### src/sv/epr_pkg.sv
`timescale 1ns / 1ps
// ----------------------------------------------------------------------------
// epr_pkg
// Shared constants, codes and types of the echo pulse ranging block.
// ----------------------------------------------------------------------------
package epr_pkg;

  localparam int DISTANCE_WIDTH   = 24;
  localparam int MAX_KEPT_SAMPLES = 255;

  localparam int TIME_W    = 64;
  localparam int FRAC_W    = 6;
  localparam int TOTAL_W   = 40;
  localparam int CPC_W     = 32;
  localparam int SAMPLES_W = 8;
  localparam int COUNT_W   = 9;
  localparam int MK_W      = 10;
  localparam int DVD_W     = TIME_W + FRAC_W;
  localparam int STEP_W    = $clog2(DVD_W + 1);
  localparam int PAD_W     = DVD_W - TOTAL_W;

  localparam int CFG_IDX_W  = 2;
  localparam int CFG_DATA_W = 32;

  localparam logic [CPC_W-1:0]     CPC_RESET     = 32'd23200;
  localparam logic [SAMPLES_W-1:0] SAMPLES_RESET = 8'd1;

  typedef enum logic [CFG_IDX_W-1:0] {
    REG_CYCLES_PER_CM = 2'd0,
    REG_SAMPLES_M     = 2'd1
  } reg_idx_t;

  typedef enum logic {
    OP_EDGE    = 1'b0,
    OP_RESTART = 1'b1
  } opcode_t;

  typedef enum logic [2:0] {
    ST_IDLE,
    ST_DIST,
    ST_ACCUM,
    ST_CHECK,
    ST_AVG,
    ST_EMIT
  } state_t;

  typedef struct packed {
    logic              start;
    logic [STEP_W-1:0] steps;
  } div_ctl_t;

  typedef struct packed {
    logic done;
    logic sat;
  } div_stat_t;

endpackage

### src/sv/epr_echo_if.sv
`timescale 1ns / 1ps
// ----------------------------------------------------------------------------
// epr_echo_if
// Request channel carrying echo edge events and restart commands.
// ----------------------------------------------------------------------------
interface epr_echo_if;
  logic                        valid;
  logic                        ready;
  logic                        opcode;
  logic [epr_pkg::TIME_W-1:0]  edge_time;

  modport source (output valid, opcode, edge_time, input ready);
  modport sink   (input valid, opcode, edge_time, output ready);
endinterface

### src/sv/epr_result_if.sv
`timescale 1ns / 1ps
// ----------------------------------------------------------------------------
// epr_result_if
// Result channel carrying one measured distance and the batch average.
// ----------------------------------------------------------------------------
interface epr_result_if #(
  parameter int DW = epr_pkg::DISTANCE_WIDTH
);
  logic                        valid;
  logic                        ready;
  logic [DW-1:0]               distance_q6;
  logic [epr_pkg::TIME_W-1:0]  end_time;
  logic                        batch_done;
  logic [DW-1:0]               average_q6;

  modport source (output valid, distance_q6, end_time, batch_done, average_q6,
                  input ready);
  modport sink   (input valid, distance_q6, end_time, batch_done, average_q6,
                  output ready);
endinterface

### src/sv/epr_div.sv
`timescale 1ns / 1ps
// ----------------------------------------------------------------------------
// epr_div
// Shared restoring divider, one quotient bit per cycle, saturation flag.
// ----------------------------------------------------------------------------
module epr_div #(
  parameter int QW = epr_pkg::DISTANCE_WIDTH
) (
  input  logic                        clk,
  input  logic                        rst,
  input  epr_pkg::div_ctl_t           ctl,
  input  logic [epr_pkg::DVD_W-1:0]   dividend,
  input  logic [epr_pkg::CPC_W-1:0]   divisor,
  output logic [QW-1:0]               quotient,
  output epr_pkg::div_stat_t          stat
);

  logic [epr_pkg::DVD_W-1:0]  dvd;
  logic [epr_pkg::CPC_W-1:0]  dsr;
  logic [epr_pkg::CPC_W-1:0]  rem;
  logic [epr_pkg::CPC_W-1:0]  rem_next;
  logic [epr_pkg::CPC_W:0]    rem_sh;
  logic [epr_pkg::CPC_W:0]    rem_dif;
  logic                       fits;
  logic [QW-1:0]              quo;
  logic                       sat;
  logic [epr_pkg::STEP_W-1:0] cnt;
  logic                       busy;
  logic                       done;

  // bring down the next dividend bit and try a subtract
  assign rem_sh   = {rem, dvd[epr_pkg::DVD_W-1]};
  assign rem_dif  = rem_sh - {1'b0, dsr};
  assign fits     = (rem_sh >= {1'b0, dsr});
  assign rem_next = fits ? rem_dif[epr_pkg::CPC_W-1:0] : rem_sh[epr_pkg::CPC_W-1:0];

  always_ff @(posedge clk) begin
    if (rst) begin
      busy <= 1'b0;
      done <= 1'b0;
      cnt  <= '0;
    end else begin
      done <= busy && (cnt == epr_pkg::STEP_W'(1));
      if (ctl.start) begin
        busy <= 1'b1;
        cnt  <= ctl.steps;
      end else if (busy) begin
        cnt <= cnt - epr_pkg::STEP_W'(1);
        if (cnt == epr_pkg::STEP_W'(1)) begin
          busy <= 1'b0;
        end
      end
    end
  end

  always_ff @(posedge clk) begin
    if (ctl.start) begin
      dvd <= dividend;
      dsr <= divisor;
      rem <= '0;
      quo <= '0;
      sat <= 1'b0;
    end else if (busy) begin
      dvd <= {dvd[epr_pkg::DVD_W-2:0], 1'b0};
      rem <= rem_next;
      quo <= {quo[QW-2:0], fits};
      // a one shifted out of the top means the quotient is too wide
      sat <= sat | quo[QW-1];
    end
  end

  assign quotient  = quo;
  assign stat.done = done;
  assign stat.sat  = sat;

`ifndef ASSERT_OFF
  a_busy_cnt: assert property (@(posedge clk) disable iff (rst)
    busy |-> (cnt != '0))
    else $error("divider busy with zero step count");

  a_start_idle: assert property (@(posedge clk) disable iff (rst)
    ctl.start |-> !busy)
    else $error("divider started while busy");

  a_done_last: assert property (@(posedge clk) disable iff (rst)
    (busy && (cnt == epr_pkg::STEP_W'(1)) && !ctl.start) |=> (stat.done && !busy))
    else $error("divider did not finish after last step");
`endif

endmodule

### src/sv/epr_seq.sv
`timescale 1ns / 1ps
// ----------------------------------------------------------------------------
// epr_seq
// Sequencer: edge phase, batch statistics, divider control, result register.
// ----------------------------------------------------------------------------
module epr_seq #(
  parameter int DISTANCE_WIDTH   = epr_pkg::DISTANCE_WIDTH,
  parameter int MAX_KEPT_SAMPLES = epr_pkg::MAX_KEPT_SAMPLES
) (
  input  logic                            clk,
  input  logic                            rst,
  input  logic [epr_pkg::CPC_W-1:0]       cycles_per_cm,
  input  logic [epr_pkg::SAMPLES_W-1:0]   samples_m,
  epr_echo_if.sink                        echo,
  epr_result_if.source                    result,
  output epr_pkg::div_ctl_t               div_ctl,
  output logic [epr_pkg::DVD_W-1:0]       div_dividend,
  output logic [epr_pkg::CPC_W-1:0]       div_divisor,
  input  logic [DISTANCE_WIDTH-1:0]       div_quotient,
  input  epr_pkg::div_stat_t              div_stat
);

  localparam int DW = DISTANCE_WIDTH;

  epr_pkg::state_t state, state_next;

  logic                             edge_pending;
  logic [epr_pkg::TIME_W-1:0]       start_time;
  logic [epr_pkg::TIME_W-1:0]       end_time;
  logic [epr_pkg::TOTAL_W-1:0]      total;
  logic [DW-1:0]                    dmin;
  logic [DW-1:0]                    dmax;
  logic [epr_pkg::COUNT_W-1:0]      count;
  logic [DW-1:0]                    meas;
  logic [DW-1:0]                    avg;
  logic                             bdone;

  logic                             out_valid;
  logic [DW-1:0]                    out_dist;
  logic [epr_pkg::TIME_W-1:0]       out_time;
  logic                             out_done;
  logic [DW-1:0]                    out_avg;

  logic                             accept;
  logic                             is_restart;
  logic                             load_out;
  logic [epr_pkg::SAMPLES_W-1:0]    m_eff;
  logic                             batch_hit;
  logic [epr_pkg::TOTAL_W-1:0]      trimmed;
  logic [epr_pkg::TIME_W-1:0]       elapsed;
  logic [DW-1:0]                    q_sat;

  assign echo.ready = (state == epr_pkg::ST_IDLE);
  assign accept     = echo.valid && echo.ready;
  assign is_restart = (epr_pkg::opcode_t'(echo.opcode) == epr_pkg::OP_RESTART);
  assign load_out   = (state == epr_pkg::ST_EMIT) && (!out_valid || result.ready);

  // kept-sample count clamps to the configured maximum
  assign m_eff = ({2'b00, samples_m} > epr_pkg::MK_W'(MAX_KEPT_SAMPLES))
               ? epr_pkg::SAMPLES_W'(MAX_KEPT_SAMPLES) : samples_m;
  assign batch_hit = (count >= (epr_pkg::COUNT_W'(m_eff) + epr_pkg::COUNT_W'(2)));
  assign trimmed   = total - epr_pkg::TOTAL_W'(dmin) - epr_pkg::TOTAL_W'(dmax);
  assign elapsed   = echo.edge_time - start_time;
  assign q_sat     = div_stat.sat ? '1 : div_quotient;

  always_ff @(posedge clk) begin
    if (rst) begin
      state <= epr_pkg::ST_IDLE;
    end else begin
      state <= state_next;
    end
  end

  always_comb begin
    state_next    = state;
    div_ctl.start = 1'b0;
    div_ctl.steps = epr_pkg::STEP_W'(epr_pkg::DVD_W);
    div_dividend  = {elapsed, {epr_pkg::FRAC_W{1'b0}}};
    div_divisor   = cycles_per_cm;
    unique case (state)
      epr_pkg::ST_IDLE: begin
        if (accept && !is_restart && edge_pending) begin
          div_ctl.start = 1'b1;
          state_next    = epr_pkg::ST_DIST;
        end
      end
      epr_pkg::ST_DIST: begin
        if (div_stat.done) begin
          state_next = epr_pkg::ST_ACCUM;
        end
      end
      epr_pkg::ST_ACCUM: begin
        state_next = epr_pkg::ST_CHECK;
      end
      epr_pkg::ST_CHECK: begin
        div_ctl.steps = epr_pkg::STEP_W'(epr_pkg::TOTAL_W);
        div_dividend  = {trimmed, {epr_pkg::PAD_W{1'b0}}};
        div_divisor   = epr_pkg::CPC_W'(m_eff);
        if (batch_hit && (m_eff != '0)) begin
          div_ctl.start = 1'b1;
          state_next    = epr_pkg::ST_AVG;
        end else begin
          state_next = epr_pkg::ST_EMIT;
        end
      end
      epr_pkg::ST_AVG: begin
        if (div_stat.done) begin
          state_next = epr_pkg::ST_EMIT;
        end
      end
      epr_pkg::ST_EMIT: begin
        if (load_out) begin
          state_next = epr_pkg::ST_IDLE;
        end
      end
      default: begin
        state_next = epr_pkg::ST_IDLE;
      end
    endcase
  end

  always_ff @(posedge clk) begin
    if (rst) begin
      edge_pending <= 1'b0;
      start_time   <= '0;
      total        <= '0;
      dmin         <= '1;
      dmax         <= '0;
      count        <= '0;
      out_valid    <= 1'b0;
    end else begin
      if (load_out) begin
        out_valid <= 1'b1;
      end else if (result.ready) begin
        out_valid <= 1'b0;
      end
      unique case (state)
        epr_pkg::ST_IDLE: begin
          if (accept) begin
            if (is_restart) begin
              edge_pending <= 1'b0;
              start_time   <= '0;
              total        <= '0;
              dmin         <= '1;
              dmax         <= '0;
              count        <= '0;
            end else if (!edge_pending) begin
              edge_pending <= 1'b1;
              start_time   <= echo.edge_time;
            end else begin
              edge_pending <= 1'b0;
            end
          end
        end
        epr_pkg::ST_ACCUM: begin
          total <= total + epr_pkg::TOTAL_W'(meas);
          if (meas < dmin) begin
            dmin <= meas;
          end
          if (meas > dmax) begin
            dmax <= meas;
          end
          count <= count + epr_pkg::COUNT_W'(1);
        end
        epr_pkg::ST_CHECK: begin
          if (batch_hit) begin
            total <= '0;
            dmin  <= '1;
            dmax  <= '0;
            count <= '0;
          end
        end
        default: begin
        end
      endcase
    end
  end

  always_ff @(posedge clk) begin
    if (accept) begin
      end_time <= echo.edge_time;
    end
    if ((state == epr_pkg::ST_DIST) && div_stat.done) begin
      meas <= q_sat;
    end
    if (state == epr_pkg::ST_CHECK) begin
      bdone <= batch_hit;
      avg   <= '0;
    end
    if ((state == epr_pkg::ST_AVG) && div_stat.done) begin
      avg <= q_sat;
    end
    if (load_out) begin
      out_dist <= meas;
      out_time <= end_time;
      out_done <= bdone;
      out_avg  <= avg;
    end
  end

  assign result.valid       = out_valid;
  assign result.distance_q6 = out_dist;
  assign result.end_time    = out_time;
  assign result.batch_done  = out_done;
  assign result.average_q6  = out_avg;

`ifndef ASSERT_OFF
  a_batch_clear: assert property (@(posedge clk) disable iff (rst)
    ((state == epr_pkg::ST_CHECK) && batch_hit) |=> (count == '0))
    else $error("batch not cleared after completion");

  a_min_max: assert property (@(posedge clk) disable iff (rst)
    (count != '0) |-> (dmin <= dmax))
    else $error("batch minimum above maximum");

  a_emit_hold: assert property (@(posedge clk) disable iff (rst)
    ((state == epr_pkg::ST_EMIT) && out_valid && !result.ready)
      |=> (out_valid && (state == epr_pkg::ST_EMIT)))
    else $error("pending result overwritten");
`endif

endmodule

### src/sv/echo_pulse_ranging_trimmed_mean.sv
`timescale 1ns / 1ps
// ----------------------------------------------------------------------------
// echo_pulse_ranging_trimmed_mean
// Echo pulse-width ranger with a batch trimmed-mean average.
// ----------------------------------------------------------------------------
// Usage:
//   echo request: opcode 0 is an echo edge stamped with edge_time, opcode 1
//   restarts the batch and the edge phase. Edges alternate opening and
//   closing a pulse; each closing edge gives one result request with the
//   Q6 distance, the closing time and, on the last sample of a batch, the
//   trimmed mean of the batch.
//   wr_en / wr_index / wr_data write cycles_per_cm (0) and samples_m (1);
//   the user must write them only while the block is idle (not enforced).
// Sequence:
//   a closing edge runs the shared restoring divider for 70 steps (one
//   quotient bit per cycle); a batch-ending edge adds a 40-step average
//   division unless the kept-sample count is zero. One request is worked
//   on at a time; echo.ready is high only between requests.
// Reset clears the edge phase, the batch and the configuration to its
// defaults. A stalled result holds in the output register; the next echo
// request is still taken, and a new result waits until the slot frees.
// ----------------------------------------------------------------------------
module echo_pulse_ranging_trimmed_mean #(
  parameter int DISTANCE_WIDTH   = epr_pkg::DISTANCE_WIDTH,
  parameter int MAX_KEPT_SAMPLES = epr_pkg::MAX_KEPT_SAMPLES
) (
  input  logic                             clk,
  input  logic                             rst,
  input  logic                             wr_en,
  input  logic [epr_pkg::CFG_IDX_W-1:0]    wr_index,
  input  logic [epr_pkg::CFG_DATA_W-1:0]   wr_data,
  epr_echo_if.sink                         echo,
  epr_result_if.source                     result
);

  logic [epr_pkg::CPC_W-1:0]       cycles_per_cm;
  logic [epr_pkg::SAMPLES_W-1:0]   samples_m;

  epr_pkg::div_ctl_t               div_ctl;
  epr_pkg::div_stat_t              div_stat;
  logic [epr_pkg::DVD_W-1:0]       div_dividend;
  logic [epr_pkg::CPC_W-1:0]       div_divisor;
  logic [DISTANCE_WIDTH-1:0]       div_quotient;

  always_ff @(posedge clk) begin
    if (rst) begin
      cycles_per_cm <= epr_pkg::CPC_RESET;
      samples_m     <= epr_pkg::SAMPLES_RESET;
    end else if (wr_en) begin
      unique case (epr_pkg::reg_idx_t'(wr_index))
        epr_pkg::REG_CYCLES_PER_CM: cycles_per_cm <= wr_data[epr_pkg::CPC_W-1:0];
        epr_pkg::REG_SAMPLES_M:     samples_m     <= wr_data[epr_pkg::SAMPLES_W-1:0];
        default: begin
        end
      endcase
    end
  end

  epr_seq #(
    .DISTANCE_WIDTH   (DISTANCE_WIDTH),
    .MAX_KEPT_SAMPLES (MAX_KEPT_SAMPLES)
  ) u_seq (
    .clk           (clk),
    .rst           (rst),
    .cycles_per_cm (cycles_per_cm),
    .samples_m     (samples_m),
    .echo          (echo),
    .result        (result),
    .div_ctl       (div_ctl),
    .div_dividend  (div_dividend),
    .div_divisor   (div_divisor),
    .div_quotient  (div_quotient),
    .div_stat      (div_stat)
  );

  epr_div #(
    .QW (DISTANCE_WIDTH)
  ) u_div (
    .clk      (clk),
    .rst      (rst),
    .ctl      (div_ctl),
    .dividend (div_dividend),
    .divisor  (div_divisor),
    .quotient (div_quotient),
    .stat     (div_stat)
  );

endmodule

### src/flat_wrapper.sv
// flat-port wrapper written by rule: the top's interface ports become plain ports
module echo_pulse_ranging_trimmed_mean_flat 
#(
  parameter int DISTANCE_WIDTH   = epr_pkg::DISTANCE_WIDTH,
  parameter int MAX_KEPT_SAMPLES = epr_pkg::MAX_KEPT_SAMPLES
)
  (clk, rst, wr_en, wr_index, wr_data, echo_valid, echo_opcode, echo_edge_time, echo_ready, result_valid, result_distance_q6, result_end_time, result_batch_done, result_average_q6, result_ready);
  epr_echo_if echo_i ();
  epr_result_if result_i ();
  input  logic clk;
  input  logic rst;
  input  logic wr_en;
  input  logic [epr_pkg::CFG_IDX_W-1:0] wr_index;
  input  logic [epr_pkg::CFG_DATA_W-1:0] wr_data;
  input wire logic [$bits(echo_i.valid)-1:0] echo_valid;
  input wire logic [$bits(echo_i.opcode)-1:0] echo_opcode;
  input wire logic [$bits(echo_i.edge_time)-1:0] echo_edge_time;
  output wire logic [$bits(echo_i.ready)-1:0] echo_ready;
  output wire logic [$bits(result_i.valid)-1:0] result_valid;
  output wire logic [$bits(result_i.distance_q6)-1:0] result_distance_q6;
  output wire logic [$bits(result_i.end_time)-1:0] result_end_time;
  output wire logic [$bits(result_i.batch_done)-1:0] result_batch_done;
  output wire logic [$bits(result_i.average_q6)-1:0] result_average_q6;
  input wire logic [$bits(result_i.ready)-1:0] result_ready;
  assign echo_i.valid = echo_valid;
  assign echo_i.opcode = echo_opcode;
  assign echo_i.edge_time = echo_edge_time;
  assign echo_ready = echo_i.ready;
  assign result_valid = result_i.valid;
  assign result_distance_q6 = result_i.distance_q6;
  assign result_end_time = result_i.end_time;
  assign result_batch_done = result_i.batch_done;
  assign result_average_q6 = result_i.average_q6;
  assign result_i.ready = result_ready;
  echo_pulse_ranging_trimmed_mean #(.DISTANCE_WIDTH(DISTANCE_WIDTH), .MAX_KEPT_SAMPLES(MAX_KEPT_SAMPLES)) u_core (.clk(clk), .rst(rst), .wr_en(wr_en), .wr_index(wr_index), .wr_data(wr_data), .echo(echo_i), .result(result_i));
endmodule
### config.mk
export PLATFORM = sky130hd
export DESIGN_NAME = echo_pulse_ranging_trimmed_mean_flat
export DESIGN_NICKNAME = d
export VERILOG_FILES = /design/src/sv/epr_pkg.sv /design/src/sv/epr_echo_if.sv /design/src/sv/epr_result_if.sv /design/src/sv/epr_div.sv /design/src/sv/epr_seq.sv /design/src/sv/echo_pulse_ranging_trimmed_mean.sv /design/src/flat_wrapper.sv
export SDC_FILE = /design/constraint.sdc
export NUM_CORES = 1
export LEC_CHECK = 0
export BUFFER_PORTS_ARGS = -buffer_cell sky130_fd_sc_hd__buf_2
export CAP_MARGIN = 20
export CORE_ASPECT_RATIO = 1.25
export CORE_UTILIZATION = 45
export CTS_CLUSTER_DIAMETER = 50
export CTS_CLUSTER_SIZE = 8
export DETAILED_ROUTE_END_ITERATION = 16
export HOLD_SLACK_MARGIN = 0.1
export PLACE_DENSITY = 0.6
export SLEW_MARGIN = 20
export SYNTH_ARGS = -nofsm -noshare
export SYNTH_HDL_FRONTEND = slang
export SYNTH_SLANG_ARGS = --single-unit
### constraint.sdc
create_clock -name clk -period 13.3 [get_ports clk]
set_input_delay 1.33 -clock clk [delete_from_list [all_inputs] [get_ports clk]]
set_output_delay 1.33 -clock clk [all_outputs]
set_load 0.005 [all_outputs]
After elaboration in Yosys (flattened, before gate mapping):

Index checks and enable logic that the tools add are counted.

* register bits: 600
* output and inout port bits: 115
* word-level logic and storage cells: 130

* $add $sub $neg: 8
* magnitude comparators: 4
* equality and inequality tests: 17
* multiplexer cells: 47
* bitwise operators: 1
* reduce and logical (&&, ||, !) cells: 26

Operators with widths (number)
* 24-bit two-way mux: 11
* 70-bit two-way mux: 3
* 24-bit one-hot mux with 3 select lines: 2
* 64-bit two-way mux: 2
* 40-bit two-way mux: 3
* 40-bit one-hot mux with 3 select lines: 1
* 40-bit by 24-bit subtractor with 40-bit output: 2
* 64-bit subtractor: 1
* 40-bit by 24-bit adder with 40-bit output: 1
* 33-bit by 32-bit greater-or-equal comparator with 1-bit output: 1
* 32-bit two-way mux: 1
* 32-bit subtractor: 1
* 9-bit two-way mux: 3
* 9-bit one-hot mux with 3 select lines: 1
* 24-bit > comparator: 1
* 24-bit less-than comparator: 1
* 7-bit two-way mux: 3
* 3-bit one-hot mux with 6 select lines: 1
* 2-bit inequality test (second input constant): 8
* 3-bit two-way mux: 4
* 1-bit two-way mux: 10
* 5-bit AND reduction: 2
* 8-bit by 2-bit adder with 9-bit output (second input constant): 1
* 9-bit by 1-bit adder with 9-bit output (second input constant): 1
* 22 further kinds: 38

Longest topological paths before layout:

* depth in word-level cells: 7
* depth in mapped cells: 18
* mapped depth without buffers: 18

Cells and area by module:

Synthesis repeated with hierarchy kept, for this count alone.

* cell total of the unflattened synthesis: 3254
* area total of the unflattened synthesis: 32954.1 µm²

By module, submodules not included
* epr_seq: times used 1, cells each 2291, area an instance 22429.0 µm², seq. area each 10109.7 µm²
* epr_div: times used 1, cells each 792, area an instance 8752.1 µm², seq. area each 4384.2 µm²
* echo_pulse_ranging_trimmed_mean: times used 1, cells each 171, area an instance 1773.0 µm², seq. area each 800.8 µm²

Worst setup path after synthesis:

No wires, ideal clock.

* path kind: input -> register
* start: input port result_ready
* end: register u_core.u_seq.out_avg[0] (netlist: u_core.u_seq.result.average_q6[0]), enable pin
* setup time: 486 ps
* arrival: 4106 ps
* data required time: 12814 ps
* path slack: 8708 ps
* cell stages on the path: 2
* path through: nand2b_1 -> and3_1

* cells in the longest elaborated chain, start to end: 2

Ends and longest elaborated chain
* start, declared: line flat_wrapper.sv:24 `input wire logic [$bits(result_i.ready)-1:0] result_ready;`
* 1-bit logical OR: line epr_seq.sv:56 `assign load_out = (state == epr_pkg::ST_EMIT) && (!out_valid || result.ready);`
* 1-bit logical AND: line epr_seq.sv:56
* named net u_core.u_seq.load_out: line epr_seq.sv:46 `logic load_out;`
* end signal, assigned: line epr_seq.sv:197 `out_avg <= avg;`
* end, declared: line epr_seq.sv:42 `logic [DW-1:0] out_avg;`

The timed path passes the listed nets, and every way through them passes these cells.
A chain may end at the register's enable or synchronous reset.

Final worst setup path:

* start: register u_core.samples_m[1] (netlist bit)
* end: register u_core.u_div.dvd[61] (netlist bit), data pin

* cells in the longest elaborated chain, start to end: 6
* elaborated cells between the ends (all ways): 7
* those cells by class: 1 x add/sub; 1 x order compare; 3 x mux; 2 x reduce/logical

Ends and longest elaborated chain
* start, declared: line echo_pulse_ranging_trimmed_mean.sv:37 `logic [epr_pkg::SAMPLES_W-1:0] samples_m;`
* start signal, assigned: line echo_pulse_ranging_trimmed_mean.sv:48 `samples_m <= epr_pkg::SAMPLES_RESET;`
* start signal, assigned: line echo_pulse_ranging_trimmed_mean.sv:52 `epr_pkg::REG_SAMPLES_M: samples_m <= wr_data[epr_pkg::SAMPLES_W-1:0];`
* 8-bit by 2-bit adder with 9-bit output: line epr_seq.sv:61 `assign batch_hit = (count >= (epr_pkg::COUNT_W'(m_eff) + epr_pkg::COUNT_W'(2)));`
* 9-bit greater-or-equal comparator: line epr_seq.sv:61
* named net u_core.u_seq.batch_hit: line epr_seq.sv:48 `logic batch_hit;`
* 1-bit logical AND: line epr_seq.sv:99 `if (batch_hit && (m_eff != '0)) begin`
* 1-bit two-way mux: line epr_seq.sv:99
* 1-bit one-hot mux with 2 select lines: line epr_seq.sv:80 `unique case (state)`
* 70-bit two-way mux: line epr_div.sv:57 `if (ctl.start) begin`
* end signal, assigned: line epr_div.sv:58 `dvd <= dividend;`
* end signal, assigned: line epr_div.sv:64 `dvd <= {dvd[epr_pkg::DVD_W-2:0], 1'b0};`
* end, declared: line epr_div.sv:18 `logic [epr_pkg::DVD_W-1:0] dvd;`

The timed path passes the listed nets, and every way through them passes these cells.

==> metrics <==
Hold Buf Count CTS=0; syn nets=roughly 3500; slowest CP cell=buf_4; Die H=a little under 300 um; htree depth=3; Crit. End Element=flop; clk_skew=around 0.024 ns; dpl ws=8.173 ns; Synth Area in Adders=9.869%; Top delay family on crit path=buffers and inverters; DP HPWL=just under 60 mm; # nets final=roughly 3700; overall power=5.334 mW; worst-path maximum fanout=between 90 and 100; Clock Root Buffer=clkbuf_16; ordered list of cells on the worst path=ha_1 -> nand3_1 -> nor2_1 -> xnor2_1 -> ha_1 -> a22o_1 -> o41ai_1 -> o21ai_1 -> nand3_1 -> buf_4 -> inv_1 -> nor2_4 -> buf_4 -> clkinv_2 -> buf_6 -> nand3_1 -> o41ai_1 -> a221o_1; Crit path required time=around 14 ns; post-synthesis compound-gate area fraction=between 15 and 20%; hold_sp=u_core.u_seq.avg[1]; maximum vdd drop=0.09269 mV; RSZ-0062 raised after global routing=no; routed len/inst=18.24 um; fmax=approximately 200 MHz; PwrDens=~150 mW/mm^2; MaxCap Viol Count=0; final worst slack=between 8 and 9 ns; minimum clock period=4.955 ns; Clock Latency Late Sink=around 0.64 ns; Yosys warnings=0; Cells after Synth=roughly 3200; # IOs=roughly 220; # DRC=0; area of the mapped netlist=~0.032 sq mm; Post-CTS Setup Bufs=0; Initial Util=between 40% and 50%; Hold Crit Class=reg -> reg; Die W=239 um; setup TNS=0 ns; Vias/cell=~5.5; Clock transition at path regs=approximately 0.050 ns; num rows=between 100 and 150; clk sinks=594; Leak Pwr=14.67 nW; CTS tree=built; hold endpoint=u_core.u_seq.result.average_q6[1]; critical path's largest stage delay=~0.48 ns; worst slew pin tran=between 1 and 1.5 ns; reg2reg setup slack=between 8 and 9 ns; Tot GR Track Use=around 22%; PortBufs=218; FF-to-FF Start=u_core.samples_m[1]; post_cts resized=0; final setup violating endpoints=0; Worst path most repeated cell=nand3_1; grt total ovfl=0; Iter 0 DRT Violations=between 1000 and 1500; die area=0.07128 sq mm; vias in the first global route=about 24000; Post-Route Utilization=between 50% and 60%; Buf/Inv on CP=5; worst setup path startpoint=u_core.samples_m[1]; Synth-to-Final Area Change=14.78%; most frequent cells in the layout=322 x edfxtp_1, 282 x nand2_1, 271 x dfxtp_1, 257 x nor2_1, 245 x a21oi_1; most common cell after layout, fill and taps aside=edfxtp_1; Post-synth EDFFs=about 320; largest family of logic cells by synthesized area=compound AO/OA/AOI/OAI gates; Simple-Gate Fraction of Synth Area=~14%; diodes inserted=0; Synth Area in XOR/XNOR=about 4.4%; Num CTS Buffers=between 80 and 90; synthesized area per cell=a little under 10 sq um; Pre-antenna DRT Iters=5; area of the multi-input gates=~0.015 sq mm; FILL cells=6395; via count=roughly 24000; register area=0.01512 sq mm; post-synthesis mux area share=under 10%; Yosys reg bits=594; routed wire length=79.67 mm; CTS Buffer Depth=3; CP Class=reg -> reg; gpl congestion=slightly below 0.9; R2R cell count=18; asr flop ratio synth=0%; antenna viol nets, final=0; crit start category=flop; largest net degree at the start of global routing=96; worst hold path stage count=0; layout cells sized above 1=between 10% and 20%; post-synthesis sequential area ratio=between 40% and 50%; relative slew slack=between 20% and 30%; final hold vios=0; post-route clock period utilization=37.26%; status=finished clean; initial antenna violation count=0; Max Slew Vio Count=0; Netlist cell types=75; r2r endpoint=u_core.u_div.dvd[61]; CP Data Arrival Time=about 5.3 ns; ys flop type=edfxtp_1; core footprint=between 0.06 and 0.07 sq mm; global-route wire length before repair=~130 mm
==> per-stage QoR <==
stage	area [sq um]	hold WS, ns	std cells
after floorplan	31600	0.4003	3183
after global placement	33490	0.4013	4202
after detailed placement	33500	0.4045	4202
after CTS	36250	0.4130	4367
after global routing	36260	0.4135	4368
final	36260	0.4123	4368
==> metal layers <==
metal	vias to the layer above	routed length, um	global-route usage, %
met4	0	1986	7.418
met3	113	2898	3.002
met5	-	0	0
met2	472	40130	40.16
li1	11800	-	-
met1	11460	34660	27.64
==> cell usage after synthesis, types with 7 or more instances <==
cell      count  area [sq um]
and2_1       36         225.2
or2_2        39         244.0
a22oi_1      80         600.6
o21bai_1     21         157.7
nand3b_1     14         105.1
xnor2_1      86         753.2
nand4_1      46         287.8
buf_1         8         30.03
a22o_1       34         297.8
edfxtp_1    322          9669
nor2b_1      47         294.0
o221ai_1      8         70.07
o21ai_1      10         50.05
a21oi_1     245          1226
nor4_1       17         106.4
buf_2        10         50.05
a21o_1      118         885.9
o211ai_1     12         90.09
xor2_1       74         648.1
ha_1        206          2577
nor3_1       45         225.2
nor2_1      260         975.9
and4_1        7         61.31
a21boi_0      7         52.55
or3_1        15         93.84
dfxtp_1     272          5445
fa_1         27         540.5
clkbuf_1    135         506.7
nand2_1     284          1066
nand2b_1     20         125.1
o41ai_1       7         61.31
o21a_1       17         127.6
inv_1       200         750.7
o22ai_1       9         56.30
a31oi_1      24         150.1
o31ai_1       7         52.55
mux2i_1      77         770.7
nand3_1      65         325.3
o21ai_0     149         745.7
a211oi_1     33         247.7
and3_1       22         137.6
==> state kept, by name, indices dropped and copies added, names as in the netlist, 32 cells and up <==
signal and flops:
u_core.u_div.dvd 64, u_core.cycles_per_cm 32, u_core.u_div.rem 32, u_core.u_seq.end_time 64
u_core.u_seq.total 40, u_core.u_seq.result.end_time 64, u_core.u_div.dsr 32, u_core.u_seq.start_time 64
==> final cells by class <==
type / count / share of cell area, %
clock buffer: 150 / 6.828
clock inverter: 15 / 0.7590
tap: 935 / 3.226
sequential: 594 / 41.69
timing repair buffer: 239 / 3.471
inverter: 200 / 2.074
multi-input combinational: 2235 / 41.95
==> logic make-up after synthesis <==
group                      after synthesis
AOI/OAI and AO/OA                      833
xor gates and xnor gates               160
adders and majority gates              233
buffers and inverters                  354
DFF                                    594
muxes                                   80
and+or+nand+nor                        929
==> where the power goes <==
part	switching, mW	internal (mW)
registers	0.0861	2.08
clock network	0.833	1.35
logic	0.566	0.427
total	1.49	3.85
==> worst max-delay path by stage <==
stage | end | cells after the start
after floorplan | u_core.u_seq.result.average_q6[0] | 2
after global placement | u_core.u_div.dvd[61] | 18
after detailed placement | u_core.u_div.dvd[61] | 18
after CTS | u_core.u_div.dvd[61] | 18
after global routing | u_core.u_div.dvd[61] | 18
final | u_core.u_div.dvd[61] | 18
Note: power is estimated with default switching activity, not from simulation.
